==> src/sv/line_rect_clipper_unit_assert.svh <==
// Assertion macros shared by the line rectangle clipper RTL
`ifndef LINE_RECT_CLIPPER_UNIT_ASSERT_SVH
`define LINE_RECT_CLIPPER_UNIT_ASSERT_SVH
`ifndef SYNTH
`define LRC_ASSERT_IMP(lbl, ante, cons) \
	lbl: assert property (@(posedge clk) disable iff (!arst_n) (ante) |-> (cons)) \
		else $error("line_rect_clipper assertion failed");
`define LRC_ASSERT_NXT(lbl, ante, cons) \
	lbl: assert property (@(posedge clk) disable iff (!arst_n) (ante) |=> (cons)) \
		else $error("line_rect_clipper assertion failed");
`else
`define LRC_ASSERT_IMP(lbl, ante, cons)
`define LRC_ASSERT_NXT(lbl, ante, cons)
`endif
`endif

==> src/sv/lrc_pkg.sv <==
// Types, constants and codes shared by the line rectangle clipper
`timescale 1ns / 1ps
`default_nettype none
package lrc_pkg;
	localparam int CW     = 24;       // coordinate bits, signed Q16.8
	localparam int PF     = 16;       // parameter fraction bits
	localparam int NQ     = PF + 1;   // quotient bits from the divider
	localparam int LW     = PF + 3;   // signed parameter, minus one lsb .. one plus one lsb
	localparam int DW     = CW + 1;   // coordinate difference
	localparam int RW     = CW + 2;   // divider remainder
	localparam int PW     = LW + DW;  // parameter times delta
	localparam int QDEPTH = 4;
	localparam int QAW    = $clog2(QDEPTH);

	typedef logic signed [CW-1:0] coord_t;
	typedef logic signed [DW-1:0] delta_t;
	typedef logic [DW-1:0]        mag_t;
	typedef logic [RW-1:0]        rem_t;
	typedef logic [NQ-1:0]        quot_t;
	typedef logic signed [LW-1:0] lam_t;
	typedef logic signed [PW-1:0] prod_t;
	typedef logic [2:0]           side_t;

	localparam side_t SIDE_TOP    = 3'd0;
	localparam side_t SIDE_LEFT   = 3'd1;
	localparam side_t SIDE_BOTTOM = 3'd2;
	localparam side_t SIDE_RIGHT  = 3'd3;
	localparam side_t SIDE_NONE   = 3'd4;

	// outcode bit order: left, right, bottom, top
	localparam side_t SIDE_OF_BIT [4] = '{SIDE_LEFT, SIDE_RIGHT, SIDE_BOTTOM, SIDE_TOP};

	typedef enum logic [1:0] {
		REG_LEFT   = 2'd0,
		REG_RIGHT  = 2'd1,
		REG_BOTTOM = 2'd2,
		REG_TOP    = 2'd3
	} cfg_idx_t;

	localparam coord_t LEFT_RST   = coord_t'(0);
	localparam coord_t RIGHT_RST  = coord_t'(163840);
	localparam coord_t BOTTOM_RST = coord_t'(0);
	localparam coord_t TOP_RST    = coord_t'(122880);

	localparam lam_t  LAM_ZERO  = lam_t'(0);
	localparam lam_t  LAM_ONE   = lam_t'(2 ** PF);
	localparam lam_t  LAM_SAT   = lam_t'(2 ** PF + 1);
	localparam lam_t  LAM_NEG   = lam_t'(-1);
	localparam quot_t QUOT_ONE  = quot_t'(2 ** PF);

	typedef struct packed {
		logic       reject;
		coord_t     sx;
		coord_t     sy;
		delta_t     dx;
		delta_t     dy;
		logic [3:0] os;
		logic [3:0] ot;
		logic [3:0] skip;   // bound plays no part
		logic [3:0] zden;   // zero delta on the bound's axis
		logic [3:0] neg;    // quotient sign
	} lrc_ctl_t;

	typedef struct packed {
		lrc_ctl_t   ctl;
		mag_t [3:0] an;
		mag_t [3:0] ad;
	} lrc_job_t;
endpackage
`default_nettype wire

==> src/sv/lrc_front.sv <==
// Front end: clip registers, outcodes and per-bound distances
`timescale 1ns / 1ps
`default_nettype none
module lrc_front (
	input  wire logic            clk,
	input  wire logic            arst_n,
	input  wire logic            in_valid,
	output logic                 in_stall,
	input  wire lrc_pkg::coord_t start_x,
	input  wire lrc_pkg::coord_t start_y,
	input  wire lrc_pkg::coord_t end_x,
	input  wire lrc_pkg::coord_t end_y,
	input  wire logic            cfg_we,
	input  wire logic [1:0]      cfg_index,
	input  wire lrc_pkg::coord_t cfg_data,
	input  wire logic            q_full,
	output logic                 q_wr,
	output lrc_pkg::lrc_job_t    q_job
);
	import lrc_pkg::*;

	coord_t left_q, right_q, bottom_q, top_q;
	coord_t bnd [4];
	delta_t num [4];
	delta_t dx, dy;
	mag_t   adx, ady;
	logic   [3:0] os, ot;

	always_ff @(posedge clk or negedge arst_n) begin
		if (!arst_n) begin
			left_q   <= LEFT_RST;
			right_q  <= RIGHT_RST;
			bottom_q <= BOTTOM_RST;
			top_q    <= TOP_RST;
		end else if (cfg_we) begin
			unique case (cfg_idx_t'(cfg_index))
				REG_LEFT:   left_q   <= cfg_data;
				REG_RIGHT:  right_q  <= cfg_data;
				REG_BOTTOM: bottom_q <= cfg_data;
				REG_TOP:    top_q    <= cfg_data;
				default:    left_q   <= left_q;
			endcase
		end
	end

	always_comb begin
		bnd[0] = left_q;
		bnd[1] = right_q;
		bnd[2] = bottom_q;
		bnd[3] = top_q;

		os[0] = start_x < left_q;
		os[1] = !os[0] && (start_x > right_q);
		os[2] = start_y < bottom_q;
		os[3] = !os[2] && (start_y > top_q);
		ot[0] = end_x < left_q;
		ot[1] = !ot[0] && (end_x > right_q);
		ot[2] = end_y < bottom_q;
		ot[3] = !ot[2] && (end_y > top_q);

		dx  = delta_t'(end_x) - delta_t'(start_x);
		dy  = delta_t'(end_y) - delta_t'(start_y);
		adx = dx[DW-1] ? mag_t'(-dx) : mag_t'(dx);
		ady = dy[DW-1] ? mag_t'(-dy) : mag_t'(dy);

		q_job.ctl.reject = |(os & ot);
		q_job.ctl.sx     = start_x;
		q_job.ctl.sy     = start_y;
		q_job.ctl.dx     = dx;
		q_job.ctl.dy     = dy;
		q_job.ctl.os     = os;
		q_job.ctl.ot     = ot;
		for (int k = 0; k < 4; k++) begin
			num[k] = delta_t'(bnd[k]) - ((k < 2) ? delta_t'(start_x) : delta_t'(start_y));
			q_job.an[k] = num[k][DW-1] ? mag_t'(-num[k]) : mag_t'(num[k]);
			q_job.ad[k] = (k < 2) ? adx : ady;
			q_job.ctl.zden[k] = (k < 2) ? (dx == '0) : (dy == '0);
			q_job.ctl.neg[k]  = num[k][DW-1] != ((k < 2) ? dx[DW-1] : dy[DW-1]);
			q_job.ctl.skip[k] = !(os[k] || ot[k]) || ((num[k] == '0) && q_job.ctl.zden[k]);
		end
	end

	assign in_stall = q_full;
	assign q_wr     = in_valid && !q_full;
endmodule
`default_nettype wire

==> config.mk <==
export PLATFORM = sky130hd
export DESIGN_NAME = lrc_front
export DESIGN_NICKNAME = d
export VERILOG_FILES = /design/src/sv/line_rect_clipper_unit_assert.svh /design/src/sv/lrc_pkg.sv /design/src/sv/lrc_front.sv
export SDC_FILE = /design/constraint.sdc
export NUM_CORES = 1
export LEC_CHECK = 0
export BUFFER_PORTS_ARGS = -buffer_cell sky130_fd_sc_hd__buf_2
export CORE_MARGIN = 4
export CORE_UTILIZATION = 48
export CTS_CLUSTER_DIAMETER = 80
export DETAILED_ROUTE_END_ITERATION = 16
export PLACE_DENSITY = 0.71
export SKIP_CTS_REPAIR_TIMING = 1
export SLEW_MARGIN = 15
export SYNTH_ARGS = -nofsm -noshare
export SYNTH_HDL_FRONTEND = slang
export SYNTH_SLANG_ARGS = --single-unit
==> constraint.sdc <==
create_clock -name clk -period 6.5 [get_ports clk]
set_input_delay 1.3 -clock clk [delete_from_list [all_inputs] [get_ports clk]]
set_output_delay 1.3 -clock clk [all_outputs]
set_load 0.01 [all_outputs]
==> out/metrics.json <==
{
  "clock.fmax": {"value": 160, "unit": "MHz"},
  "die_height": {"value": 210, "unit": "um"},
  "final.setup_skew": {"value": 0, "unit": "ns"},
  "internal_power": {"value": 3.06, "unit": "mW"},
  "tritoncts_clock_tree": {"value": "done"},
  "timing.reg2reg.worst_path_depth": {"value": 1},
  "detailedRoute.firstPassIterationCount": {"value": 5},
  "synth-edff-count": {"value": 0},
  "multi_input_comb_area": {"value": 15200, "unit": "um2"},
  "fin_setup_tns": {"value": 0, "unit": "ns"},
  "num-fill-cells": {"value": 3882},
  "ys_ff_latch": {"value": 96},
  "core_area": {"value": 40000, "unit": "um2"},
  "grtUsageTotal": {"value": 32.6, "unit": "%"},
  "top_signal_layer_used": {"value": "met4"},
  "design.die.area": {"value": 44100, "unit": "um2"},
  "cts_buffers": {"value": 9},
  "period_minus_slack": {"value": 6.27, "unit": "ns"},
  "sequential_element_share_of_the_synthesized_area": {"value": 12.3, "unit": "%"},
  "worst_hold_path_type": {"value": "flop to flop"},
  "muxShareOfSynthArea": {"value": 5.14, "unit": "%"},
  "area_delta_synth_final": {"value": 12.1, "unit": "%"},
  "post-dp-hpwl": {"value": 65200, "unit": "um"},
  "grt_pass1_wl": {"value": 114000, "unit": "um"},
  "sequentialPowerShare": {"value": 12.7, "unit": "%"},
  "nNetsFinal": {"value": 3244},
  "synthesis.area": {"value": 19600, "unit": "um2"},
  "finalMaxSlewViolations": {"value": 0},
  "final_hold_vio_count": {"value": 0},
  "grt-ovfl-total": {"value": 0},
  "buffer_ports.inserted": {"value": 447},
  "place.gp.congestion": {"value": 1.02},
  "synthCells": {"value": 2557},
  "whs_endpoint": {"value": "right_q[12]$_DFFE_PN0P_"},
  "p_leak": {"value": 10.7, "unit": "nW"},
  "max_slew_margin": {"value": 30.7, "unit": "%"},
  "layout.cells.most_common": {"value": "sky130_fd_sc_hd__buf_2"},
  "cpPeakStageDelay": {"value": 0.59, "unit": "ns"},
  "clk_root_buffer_cell": {"value": "sky130_fd_sc_hd__clkbuf_16"},
  "layout_setup_ws": {"value": 0.234, "unit": "ns"},
  "timing.critical_path.cells": {"value": "buf_2, inv_1, ha_1, nand2_1, o211a_1, or2_1, a2111oi_1, nor3_1, xnor2_1, or4_4, or4b_1, o31ai_2, buf_2"},
  "route.detailed.wl_per_inst": {"value": 22.4, "unit": "um"},
  "comb_power_share": {"value": 78.8, "unit": "%"},
  "timing.hold.worst_path_depth": {"value": 1},
  "met2RoutedLength": {"value": 36500, "unit": "um"},
  "switchingPower": {"value": 3.51, "unit": "mW"},
  "yosys.area_share.simple": {"value": 19.9, "unit": "%"},
  "drc": {"value": 0},
  "rr_endpoint": {"value": "top_q[10]$_DFFE_PN0P_"},
  "worst_ir_drop_vdd": {"value": 0.187, "unit": "mV"},
  "worstSetupEndpointType": {"value": "primary output"},
  "drv_cap": {"value": 0},
  "power.density": {"value": 299, "unit": "nW/um2"},
  "synthesis.area_per_instance": {"value": 7.66, "unit": "um2"},
  "worst_path_dominant_cell_family": {"value": "simple AND/OR/NAND/NOR gates"},
  "final.period_utilization": {"value": 96.4, "unit": "%"},
  "path_common_cell": {"value": "sky130_fd_sc_hd__buf_2"},
  "numClockSinks": {"value": 96},
  "vias": {"value": 20700},
  "num_io_pins": {"value": 448},
  "post_place_worst_slack": {"value": 0.0467, "unit": "ns"},
  "routed_wl": {"value": 76100, "unit": "um"},
  "synth_top_flop_cell": {"value": "sky130_fd_sc_hd__dfrtp_1"},
  "reg2reg_setup_slack": {"value": 5.64, "unit": "ns"},
  "die_x": {"value": 210, "unit": "um"},
  "critPathMaxFanout": {"value": 11},
  "vias_per_cell": {"value": 6.11},
  "launching_element_type_of_the_critical_path": {"value": "primary input"},
  "layout_common_cells": {"value": "sky130_fd_sc_hd__buf_2 (446), sky130_fd_sc_hd__ha_1 (248), sky130_fd_sc_hd__inv_1 (208), sky130_fd_sc_hd__nand2_1 (180), sky130_fd_sc_hd__a21oi_1 (178)"},
  "worst-endpoint-required": {"value": 5.20, "unit": "ns"},
  "crit_slowest_cell": {"value": "sky130_fd_sc_hd__or4_4"},
  "routed_length_on_met3": {"value": 4630, "unit": "um"},
  "synth_adder_area_share": {"value": 16.5, "unit": "%"},
  "setup-violations-final": {"value": 0},
  "dominant_combinational_cell_family_by_area_after_synthesis": {"value": "compound AO/OA/AOI/OAI gates"},
  "grt_start_max_net_pins": {"value": 77},
  "synth.lib_cells_used.distinct": {"value": 116},
  "switching_share": {"value": 53.4, "unit": "%"},
  "synth.yosys.warnings": {"value": 0},
  "grt_antenna_before_repair": {"value": 1},
  "synthXorXnorAreaFrac": {"value": 10.8, "unit": "%"},
  "first_global_vias": {"value": 20200},
  "hp-start": {"value": "right_q[12]$_DFFE_PN0P_"},
  "m1WireLength": {"value": 30900, "unit": "um"},
  "insertion_delay": {"value": 0.35, "unit": "ns"},
  "detail-route-antenna-nets": {"value": 0},
  "placement_rows": {"value": 73},
  "synth_fp_nets": {"value": 2938},
  "clkPwrFrac": {"value": 8.5, "unit": "%"},
  "final_layout_size_suffix_gt1_share": {"value": 23.4, "unit": "%"},
  "sequential_cell_area": {"value": 2410, "unit": "um2"},
  "start_util": {"value": 49.0, "unit": "%"},
  "htree_num_levels": {"value": 3},
  "setup.worst_path.class": {"value": "primary input to primary output"},
  "ctsLongestPathBuffers": {"value": 2},
  "cp_data_arrival_time": {"value": 4.97, "unit": "ns"},
  "worst_pin_slew": {"value": 1.04, "unit": "ns"},
  "synth_async_sr_flop_share": {"value": 100, "unit": "%"},
  "run_status": {"value": "completed"},
  "detailed_router_s_first_iteration_violation_count": {"value": 1483},
  "critical_path.n_buffers_inverters": {"value": 3},
  "unrepaired_setup_endpoints_after_global_routing": {"value": "false"},
  "rr_startpoint": {"value": "top_q[10]$_DFFE_PN0P_"},
  "synth_compound_area_share": {"value": 25.4, "unit": "%"},
  "clkSlewWorstSetupHoldPaths": {"value": 0.07, "unit": "ns"}
}
Yosys cell counts (12+ instances only):
cell type	number	area share, %
sky130_fd_sc_hd__nand3b_1	12	0.46
sky130_fd_sc_hd__o31ai_1	23	0.88
sky130_fd_sc_hd__ha_1	248	16
sky130_fd_sc_hd__inv_1	208	4.0
sky130_fd_sc_hd__or3_1	22	0.70
sky130_fd_sc_hd__a211oi_1	23	0.88
sky130_fd_sc_hd__mux2_2	77	4.4
sky130_fd_sc_hd__nor3_1	57	1.5
sky130_fd_sc_hd__xor2_1	93	4.2
sky130_fd_sc_hd__nand2_1	180	3.4
sky130_fd_sc_hd__o211ai_1	20	0.77
sky130_fd_sc_hd__and2_1	27	0.86
sky130_fd_sc_hd__o21ai_0	147	3.8
sky130_fd_sc_hd__dfrtp_1	90	11
sky130_fd_sc_hd__and3_1	30	0.96
sky130_fd_sc_hd__mux2i_1	14	0.72
sky130_fd_sc_hd__clkbuf_1	64	1.2
sky130_fd_sc_hd__a31oi_1	33	1.1
sky130_fd_sc_hd__buf_4	108	4.1
sky130_fd_sc_hd__nand3_1	42	1.1
sky130_fd_sc_hd__a21o_1	87	3.3
sky130_fd_sc_hd__buf_2	17	0.43
sky130_fd_sc_hd__nor2b_1	36	1.1
sky130_fd_sc_hd__nand2b_1	31	0.99
sky130_fd_sc_hd__nor4_1	20	0.64
sky130_fd_sc_hd__o21a_1	33	1.3
sky130_fd_sc_hd__nor2_1	167	3.2
sky130_fd_sc_hd__nand4_1	47	1.5
sky130_fd_sc_hd__a31o_2	12	0.54
sky130_fd_sc_hd__a21oi_1	178	4.5
sky130_fd_sc_hd__xnor2_1	147	6.6
state kept, by name, summed over array words and instances, names as in the netlist:
signal and cells:
bottom_q 24, top_q 24, right_q 24, left_q 24
routing by layer:
metal / vias to the layer above / track usage, %
li1: 9787 / -
met1: 9888 / 40.6
met2: 888 / 57.1
met3: 185 / 2.68
met4: 0 / 15.4
met5: - / 0
how the worst max path moves through the flow:
stage               slack [ns]          to  startpoint  cells past startpoint
floorplan                 0.66   q_job[49]    end_x[0]                     12
global placement          0.13  q_job[211]  start_y[9]                     14
detailed placement        0.05  q_job[211]  start_y[9]                     14
CTS                       0.02  q_job[211]  start_y[9]                     14
global route              0.03  q_job[210]  start_y[9]                     13
finish                    0.23  q_job[210]  start_y[9]                     13
logic make-up (layout without fill, tap and decap cells):
| group | count (synthesis) | count (layout) |
|---|---|---|
| other cells | 0 | 1 |
| flops | 96 | 96 |
| mux | 91 | 91 |
| fa+ha+maj | 254 | 254 |
| xor+xnor | 241 | 241 |
| simple gates | 748 | 748 |
| compound gates | 724 | 724 |
| buf+inv | 403 | 714 |
area by class of cell:
type | count | area share (%)
Clock buffer | 10 | 1.04
Tap cell | 525 | 2.99
Sequential cell | 96 | 11.0
Inverter | 208 | 3.56
Clock inverter | 6 | 0.313
Multi-Input combinational cell | 2058 | 69.4
Antenna cell | 1 | 0.0114
Timing Repair Buffer | 490 | 11.7
stage by stage:
step | cell area [um2] | total power [mW] | cells | hold WS (ns) | utilization [%]
global placement | 21600 | 5.90 | 3377 | 0.524 | 54.1
global route | 22000 | 7.03 | 3393 | 0.566 | 54.9
detailed placement | 21600 | 5.96 | 3377 | 0.530 | 54.1
finish | 22000 | 6.57 | 3394 | 0.547 | 54.9
floorplan | 19600 | 4.27 | 2557 | 0.503 | -
CTS | 21900 | 6.53 | 3393 | 0.547 | 54.9
power groups by stage:
stage	Combinational [mW]	Sequential, mW	Clock [mW]
after floorplan	3.49	0.783	0
after global routing	5.60	0.844	0.588
after detailed placement	5.12	0.840	0
final	5.18	0.834	0.556
after global placement	5.06	0.837	0
after CTS	5.14	0.829	0.559
Note: power is estimated with default switching activity, not from simulation.
