`src/sv/line_rect_clipper_unit_assert.svh`:
```
// Assertion macros shared by the line rectangle clipper RTL
`ifndef LINE_RECT_CLIPPER_UNIT_ASSERT_SVH
`define LINE_RECT_CLIPPER_UNIT_ASSERT_SVH
`ifndef SYNTH
`define LRC_ASSERT_IMP(lbl, ante, cons) \
	lbl: assert property (@(posedge clk) disable iff (!arst_n) (ante) |-> (cons)) \
		else $error("line_rect_clipper assertion failed");
`define LRC_ASSERT_NXT(lbl, ante, cons) \
	lbl: assert property (@(posedge clk) disable iff (!arst_n) (ante) |=> (cons)) \
		else $error("line_rect_clipper assertion failed");
`else
`define LRC_ASSERT_IMP(lbl, ante, cons)
`define LRC_ASSERT_NXT(lbl, ante, cons)
`endif
`endif

```
`src/sv/lrc_pkg.sv`:
```
// Types, constants and codes shared by the line rectangle clipper
`timescale 1ns / 1ps
`default_nettype none
package lrc_pkg;
	localparam int CW     = 24;       // coordinate bits, signed Q16.8
	localparam int PF     = 16;       // parameter fraction bits
	localparam int NQ     = PF + 1;   // quotient bits from the divider
	localparam int LW     = PF + 3;   // signed parameter, minus one lsb .. one plus one lsb
	localparam int DW     = CW + 1;   // coordinate difference
	localparam int RW     = CW + 2;   // divider remainder
	localparam int PW     = LW + DW;  // parameter times delta
	localparam int QDEPTH = 4;
	localparam int QAW    = $clog2(QDEPTH);

	typedef logic signed [CW-1:0] coord_t;
	typedef logic signed [DW-1:0] delta_t;
	typedef logic [DW-1:0]        mag_t;
	typedef logic [RW-1:0]        rem_t;
	typedef logic [NQ-1:0]        quot_t;
	typedef logic signed [LW-1:0] lam_t;
	typedef logic signed [PW-1:0] prod_t;
	typedef logic [2:0]           side_t;

	localparam side_t SIDE_TOP    = 3'd0;
	localparam side_t SIDE_LEFT   = 3'd1;
	localparam side_t SIDE_BOTTOM = 3'd2;
	localparam side_t SIDE_RIGHT  = 3'd3;
	localparam side_t SIDE_NONE   = 3'd4;

	// outcode bit order: left, right, bottom, top
	localparam side_t SIDE_OF_BIT [4] = '{SIDE_LEFT, SIDE_RIGHT, SIDE_BOTTOM, SIDE_TOP};

	typedef enum logic [1:0] {
		REG_LEFT   = 2'd0,
		REG_RIGHT  = 2'd1,
		REG_BOTTOM = 2'd2,
		REG_TOP    = 2'd3
	} cfg_idx_t;

	localparam coord_t LEFT_RST   = coord_t'(0);
	localparam coord_t RIGHT_RST  = coord_t'(163840);
	localparam coord_t BOTTOM_RST = coord_t'(0);
	localparam coord_t TOP_RST    = coord_t'(122880);

	localparam lam_t  LAM_ZERO  = lam_t'(0);
	localparam lam_t  LAM_ONE   = lam_t'(2 ** PF);
	localparam lam_t  LAM_SAT   = lam_t'(2 ** PF + 1);
	localparam lam_t  LAM_NEG   = lam_t'(-1);
	localparam quot_t QUOT_ONE  = quot_t'(2 ** PF);

	typedef struct packed {
		logic       reject;
		coord_t     sx;
		coord_t     sy;
		delta_t     dx;
		delta_t     dy;
		logic [3:0] os;
		logic [3:0] ot;
		logic [3:0] skip;   // bound plays no part
		logic [3:0] zden;   // zero delta on the bound's axis
		logic [3:0] neg;    // quotient sign
	} lrc_ctl_t;

	typedef struct packed {
		lrc_ctl_t   ctl;
		mag_t [3:0] an;
		mag_t [3:0] ad;
	} lrc_job_t;
endpackage
`default_nettype wire

```
`src/sv/lrc_queue.sv`:
```
// Short item queue between the front end and the clipping pipeline
`timescale 1ns / 1ps
`default_nettype none
`include "line_rect_clipper_unit_assert.svh"
module lrc_queue (
	input  wire logic              clk,
	input  wire logic              arst_n,
	input  wire logic              wr,
	input  wire lrc_pkg::lrc_job_t wr_job,
	output logic                   full,
	input  wire logic              pop,
	output logic                   empty,
	output lrc_pkg::lrc_job_t      head
);
	import lrc_pkg::*;

	lrc_job_t       mem_q [QDEPTH];
	logic [QAW-1:0] wp_q, rp_q;
	logic [QAW:0]   cnt_q;

	assign full  = cnt_q == (QAW+1)'(QDEPTH);
	assign empty = cnt_q == '0;
	assign head  = mem_q[rp_q];

	always_ff @(posedge clk or negedge arst_n) begin
		if (!arst_n) begin
			wp_q  <= '0;
			rp_q  <= '0;
			cnt_q <= '0;
		end else begin
			if (wr) wp_q <= wp_q + 1'b1;
			if (pop) rp_q <= rp_q + 1'b1;
			if (wr && !pop) cnt_q <= cnt_q + 1'b1;
			else if (pop && !wr) cnt_q <= cnt_q - 1'b1;
		end
	end

	always_ff @(posedge clk) begin
		if (wr) mem_q[wp_q] <= wr_job;
	end

	`LRC_ASSERT_IMP(a_no_write_full, full, !wr)
	`LRC_ASSERT_IMP(a_no_pop_empty, empty, !pop)
	`LRC_ASSERT_IMP(a_count_bound, 1'b1, cnt_q <= (QAW+1)'(QDEPTH))
endmodule
`default_nettype wire

```
`config.mk`:
```
export PLATFORM = sky130hd
export DESIGN_NAME = lrc_queue
export DESIGN_NICKNAME = d
export VERILOG_FILES = /design/src/sv/lrc_pkg.sv /design/src/sv/lrc_queue.sv
export VERILOG_INCLUDE_DIRS = /design/src /design/src/sv
export SDC_FILE = /design/constraint.sdc
export NUM_CORES = 1
export LEC_CHECK = 0
export ABC_AREA = 1
export BUFFER_PORTS_ARGS = -buffer_cell sky130_fd_sc_hd__buf_4
export CAP_MARGIN = 20
export CORE_MARGIN = 1.5
export CORE_UTILIZATION = 40
export DETAILED_ROUTE_END_ITERATION = 8
export GPL_ROUTABILITY_DRIVEN = 0
export GPL_TIMING_DRIVEN = 0
export SLEW_MARGIN = 40
export SYNTH_ARGS = -nofsm -noshare
export SYNTH_HDL_FRONTEND = slang
export SYNTH_SLANG_ARGS = --single-unit
export TNS_END_PERCENT = 30
```
`constraint.sdc`:
```
create_clock -name clk -period 7.1 [get_ports clk]
set_clock_uncertainty 0.05 [all_clocks]
set_input_delay 1.065 -clock clk [delete_from_list [all_inputs] [get_ports clk]]
set_output_delay 1.065 -clock clk [all_outputs]
set_load 0.1 [all_outputs]
```
==> metrics.txt, run 1 <==
crit share post-route 58.16%; Num CTS Buffers 141; I/O Buffers 643; Gates resized, CTS repair 0; post-detailed-route count of antenna-violating nets 0; row cnt 131; vias per cell 4.922; CTS Buffer Depth 3; setup TNS 0 ps; Startpoint Class flip-flop; post-synthesis cell type count 19; Avg Cell Area, Syn 13.61 sq um; met1 GRT Util 26.69%; post-synth top area cell edfxtp_1; drc violations 0; Seq cells post-synth 1283; nets@finish 4934; Setup CP Type reg2out; Pins Over Slew Limit 0; Post-synth EDFFs 1276; most numerous cell in the Yosys netlist edfxtp_1; grt total ovfl 0; grt met2 use 34.59%; CTS tree done; Post-CTS Setup Bufs 0; crit path cell chain buf_2, buf_2, clkbuf_1, o211ai_1, nand2_1, buf_4; layout cells sized above 1 24.72%; Critical Path Max Stage Delay 680 ps; CP dominant cell by count buf_2; initial antenna violation count 29; RSZ-0062 raised after global routing false; worst path required time 5980 ps; met3 Usage GRT 7.701%; status complete, no violations; area grow syn2layout 24.65%; top-area cell type share of the netlist area 74.69%; first-pass GRT wire length 203300 um; maximum clock frequency 242.2 MHz; Worst-Margin Slew 843.7 ps; GRT busiest layer met2; Post-Syn Area 0.05130 sq mm; ys async rst share 0.5456%; post-synthesis cell count 3770; core area 0.1274 sq mm; Starting Density 40.28%; Area contributors post-synth edfxtp_1 (75%), o211ai_1 (7.9%), nand2_1 (7.1%); syn nets 4099; Hold Path Class in2async; dpl hpwl 94460 um; Synth Warn # 0; Die Ht 361.1 um; post-synthesis sequential area ratio 75.03%; ys flop type edfxtp_1; vias in the first global route 30780; H-tree Lvls 4; Crit Path Max Fanout 10; DR iter-0 viols 2167; CTS root buf clkbuf_16; crit path DAT 3010 ps; Sinks on Clock Net 1283; crit path time final 4130 ps; Die X 361.1 um; leading cell types by count after synthesis edfxtp_1 (1276), nand2_1 (970), inv_1 (649); Wirelength per Cell 21.96 um; Pre-Repair DR Iteration Count 5; final hold violations 0; WL final 140200 um; WHS 59.66 ps; Slew Limit Headroom 43.75%; Die ar. 0.1304 sq mm; Tot GR Track Use 21.24%; Slowest-stage cell, CP clkbuf_1; fin cells 6386; Clock Pin Slew Worst Setup and Hold Paths 60 ps; dpl cells 6124; Setup-failing EPs final 0; largest net degree at the start of global routing 64; vias 31430; max cap viols 0; I/O pins 644; clk_lat worst skew 750 ps; hold buffers post-CTS 0; CP Capture Type output port
## path summary, 6_finish.rpt
kind,start,to,slack [ps],cells past startpoint
max in group asynchronous,arst_n,wp_q[1],6800,1
min in group clk,wr_job[66],mem_q[0][66],440,1
hold reg to reg,cnt_q[2],cnt_q[2],460,2
setup reg to reg,wp_q[0],mem_q[1][163],4340,10
setup / recovery,rp_q[1],head[67],2970,6
hold / removal,arst_n,cnt_q[2],60,1
## final cells by class
type / count / area [sq um]
well taps: 1662 / 2079
clock inverters: 66 / 693.2
fillers: 10800 / 63410
flip-flops and latches: 1283 / 38490
multi-input cells: 1623 / 9070
clock buffers: 188 / 3756
diodes: 8 / 20.02
repair buffers: 692 / 6071
plain buffers: 214 / 1301
inverters: 650 / 2462
## critical path, delay by kind of cell (launching register included)
family	cells	cell delay [ps]
buf+inv	4	1590
compound gates	1	200
flops	1	310
simple gates	1	120
## placed cells by master, fill, tap and decap left out, types with 2 or more instances in the layout
| cell | instances |
|---|---|
| buf_12 | 14 |
| buf_16 | 35 |
| buf_2 | 124 |
| buf_4 | 658 |
| buf_6 | 38 |
| bufinv_16 | 10 |
| clkbuf_1 | 79 |
| clkbuf_16 | 142 |
| clkbuf_8 | 3 |
| clkinv_1 | 19 |
| clkinv_2 | 19 |
| clkinv_8 | 4 |
| clkinvlp_4 | 6 |
| dfrtp_1 | 7 |
| diode_2 | 8 |
| edfxtp_1 | 1276 |
| ha_1 | 5 |
| inv_1 | 645 |
| inv_16 | 2 |
| inv_6 | 6 |
| inv_8 | 2 |
| nand2_1 | 970 |
| nor3_1 | 2 |
| o211ai_1 | 539 |
| o211ai_2 | 99 |
| xor2_1 | 3 |
## registers in the layout, indices dropped and copies added, names as in the netlist
register,flops
mem_q,1276
rp_q,2
cnt_q,3
wp_q,2
## metal layers
metal	wire length, um	up-vias
li1	-	14900
met1	56570	15330
met2	67250	944
met3	13120	219
met4	3070	36
met5	234	-
## through the flow
| step | instance area, sq um | utilization [%] | setup slack (ps) |
|---|---|---|---|
| 6_report | 63950 | 50.21 | 2970 |
| 2_1_floorplan | 51310 | - | -1135 |
| 3_5_place_dp | 59470 | 46.70 | 3412 |
| 3_3_place_gp | 58220 | 45.71 | -6982 |
| 4_1_cts | 63920 | 50.19 | 2744 |
| 5_1_grt | 63930 | 50.20 | 2725 |
## logic make-up (layout without fill, tap and decap cells)
family,count (synthesis),in the layout,share of synthesized area [%]
AND/OR/NAND/NOR,974,974,7.139
flip-flops,1283,1283,75.03
buffers and inverters,864,1810,7.290
AO/OA/AOI/OAI,639,639,10.31
other,0,8,0
XOR/XNOR,4,4,0.06830
adder cells (fa/ha/maj),6,6,0.1610
Power of run 1 is left out: the tool's default activity adds up to more than one toggle a clock period on the data nets, which glitch-free logic cannot reach.
==> run 2, diff against run 1 <==
ABC_AREA = 0   (was 1)
clock period = 3.4 ns   (was 7.1 ns; I/O delays follow)
==> run 2 against run 1 <==
Worst hold slack better by 31 ps. Via count is 29% lower. Global-route usage is 3.7 points lower. Sequential share of layout area is 2.1 points higher. Critical path type unchanged. Largest cell class unchanged. Highest routed layer unchanged.
==> metrics.txt, run 2 <==
Pre-Repair DR Iteration Count 5 (unchanged); Hold Path Class in2async; Core Util, Final 53.34% (+3.1 points); CP Capture Type output port; CTS root buf clkbuf_16; maximum clock frequency 312.4 MHz; met3 Usage GRT 6.702% (-1.0 points); initial antenna violation count 18 (-38%); Starting Density 40.26% (about the same); clk_lat worst skew 730 ps (-20 ps); crit path time final 3201 ps; Area contributors post-synth edfxtp_1 (82%), mux4_2 (15%), buf_12 (0.94%); Place WS 346.6 ps (-3066 ps); ys async rst share 0.5456% (unchanged); vias per cell 4.964 (+0.85%); Seq cells post-synth 1283 (unchanged); fillcell total 8796 (-19%); RSZ-0062 raised after global routing false; cell family with most CP delay buffers and inverters; Largest regs mem_q (1276), cnt_q (3); worst path required time 2840 ps (-3140 ps); Tot GR Track Use 17.52% (-3.7 points); largest net degree at the start of global routing 35 (-45%); Synth Area in Simple Gates 0.1046% (-7.0 points); DR iter-0 viols 1382 (-36%); Die X 344.5 um (-4.6%); Slew Limit Headroom 55.91% (+12 points); Final WS setup 199.5 ps (-2771 ps); H-tree Lvls 4 (unchanged); Post-CTS Setup Bufs 0 (unchanged); nets@finish 3174 (-36%); Synth Warn # 0 (unchanged); GRT busiest layer met2; critical path depth 5 (-1); row cnt 125 (-4.6%); post-synthesis mux area share 15.42% (+15 points); crit share post-route 94.13%; Setup CP Type reg2out; status complete, no violations; Setup-failing EPs final 0 (unchanged); first-pass GRT wire length 153300 um (-25%); top-area cell type share of the netlist area 82.12% (+7.4 points); layout cells sized above 1 42.91% (+18 points); area grow syn2layout 32.50%; Post-synth EDFFs 1276 (unchanged); Post-Syn Area 0.04666 sq mm (-9.1%); Die Ht 344.5 um (-4.6%); syn nets 2030 (-50%); Startpoint Class flip-flop; drc violations 0 (unchanged); post-synthesis compound-gate area fraction 0.01073% (-10 points); WL final 104500 um (-25%); grt met2 use 29.12% (-5.5 points); Pins Over Slew Limit 0 (unchanged); CTS tree done; post-synthesis cell type count 21 (+2); ys flop type edfxtp_1; Synth Area in XOR/XNOR 0.1126% (+0.044 points); max cap viols 0 (unchanged); core area 0.1159 sq mm (-9.0%); post-synthesis sequential area ratio 82.50% (+7.5 points); WHS 90.28 ps (+30.62 ps); max reg flops 1276 (unchanged); grt total ovfl 0 (unchanged); Num CTS Buffers 135 (-4.3%); Adder-Cell Fraction of Synth Area 0.1770% (+0.016 points); vias 22270 (-29%); Avg Cell Area, Syn 27.43 sq um (+100%); most numerous cell in the Yosys netlist edfxtp_1; Worst-Margin Slew 661.4 ps (-182.4 ps); met1 GRT Util 21.12% (-5.6 points); vias in the first global route 24220 (-21%); Critical Path Max Stage Delay 420 ps (-260 ps); I/O Buffers 643 (unchanged); commonest non-fill, non-tap cell in the layout edfxtp_1; Top reg by flops mem_q; Crit Path Max Fanout 10 (unchanged); Sinks on Clock Net 1283 (unchanged); dpl hpwl 70380 um (-25%); post-detailed-route count of antenna-violating nets 0 (unchanged); Clock Pin Slew Worst Setup and Hold Paths 60 ps (about the same); Wirelength per Cell 23.30 um (+6.1%); worst reg2reg path depth 7 (-3); Die ar. 0.1187 sq mm (-9.0%); Slowest-stage cell, CP mux4_2; post-synthesis cell count 1701 (-55%); CP Buf/Inv Count 4 (unchanged); CTS Buffer Depth 3 (unchanged); post-synth top area cell edfxtp_1; most frequent cells in the layout edfxtp_1 (1276), buf_4 (649), dlygate4sd3_1 (322), mux4_2 (319), clkbuf_16 (138); final hold violations 0 (unchanged); crit path cell chain buf_2, buf_4, buf_2, mux4_2, buf_4; main combinational cell family by area after synthesis multiplexers; crit path DAT 2640 ps (-370 ps); I/O pins 644 (unchanged); leading cell types by count after synthesis edfxtp_1 (1276), mux4_2 (319), buf_2 (32)
run 2: cell type report:
type | instances | area (sq um) | share of cell area (%)
sequential | 1283 | 38490 | 62.26
timing repair buffer | 1007 | 8914 | 14.42
multi-input combinational | 342 | 7395 | 11.96
clock buffer | 167 | 3562 | 5.762
tap | 1524 | 1907 | 3.084
buffer | 72 | 782.0 | 1.265
clock inverter | 71 | 715.7 | 1.158
antenna | 16 | 40.04 | 0.06476
inverter | 4 | 15.01 | 0.02429
run 2: through the flow:
stage	instance area (sq um)	instances	TNS (ps)
2_1_floorplan	46660	1701	-993050
3_3_place_gp	53400	3868	-4129020
3_5_place_dp	54270	3910	0
4_1_cts	61780	4470	0
5_1_grt	61810	4482	0
6_report	61820	4486	0
run 2: final timing paths:
path,startpoint,slack [ps],endpoint
worst max-delay path,rp_q[1],200,head[76]
worst min-delay path,arst_n,90,rp_q[0]
worst max register to register,wp_q[0],480,mem_q[3][150]
worst min register to register,cnt_q[2],440,cnt_q[2]
max in group asynchronous,arst_n,3080,cnt_q[0]
min in group clk,cnt_q[2],440,cnt_q[2]
run 2: cells by family (layout without fill, tap and decap cells):
group,count (synthesis),in the layout
flip-flops,1283,1283
multiplexers,320,320
buffers and inverters,76,1321
AND/OR/NAND/NOR,9,9
adder cells (fa/ha/maj),6,6
XOR/XNOR,6,6
AO/OA/AOI/OAI,1,1
other,0,16
run 2: repair_timing:
item                                     CTS  global route
hold buffers                             322             0
pin swaps                                  0             0
endpoints found under the setup margin   233             1
gates cloned                               0             0
hold endpoints to repair                1287             0
resized for setup                          6             2
run 2: worst reg2reg max path, cell delays in order, from the launching register on:
cell and delay [ps]:
dfrtp_1 420, ha_1 180, and2_4 500, buf_12 310, buf_12 270, buf_12 280
buf_12 270, buf_12 300
run 2: metal layers:
layer  vias to the layer above  wire length [um]
met5                         -                61
met4                        10              2446
met3                       169              9589
met2                       732             52300
met1                     11600             40110
li1                       9761                 -
Power of run 2 is left out for the same reason.
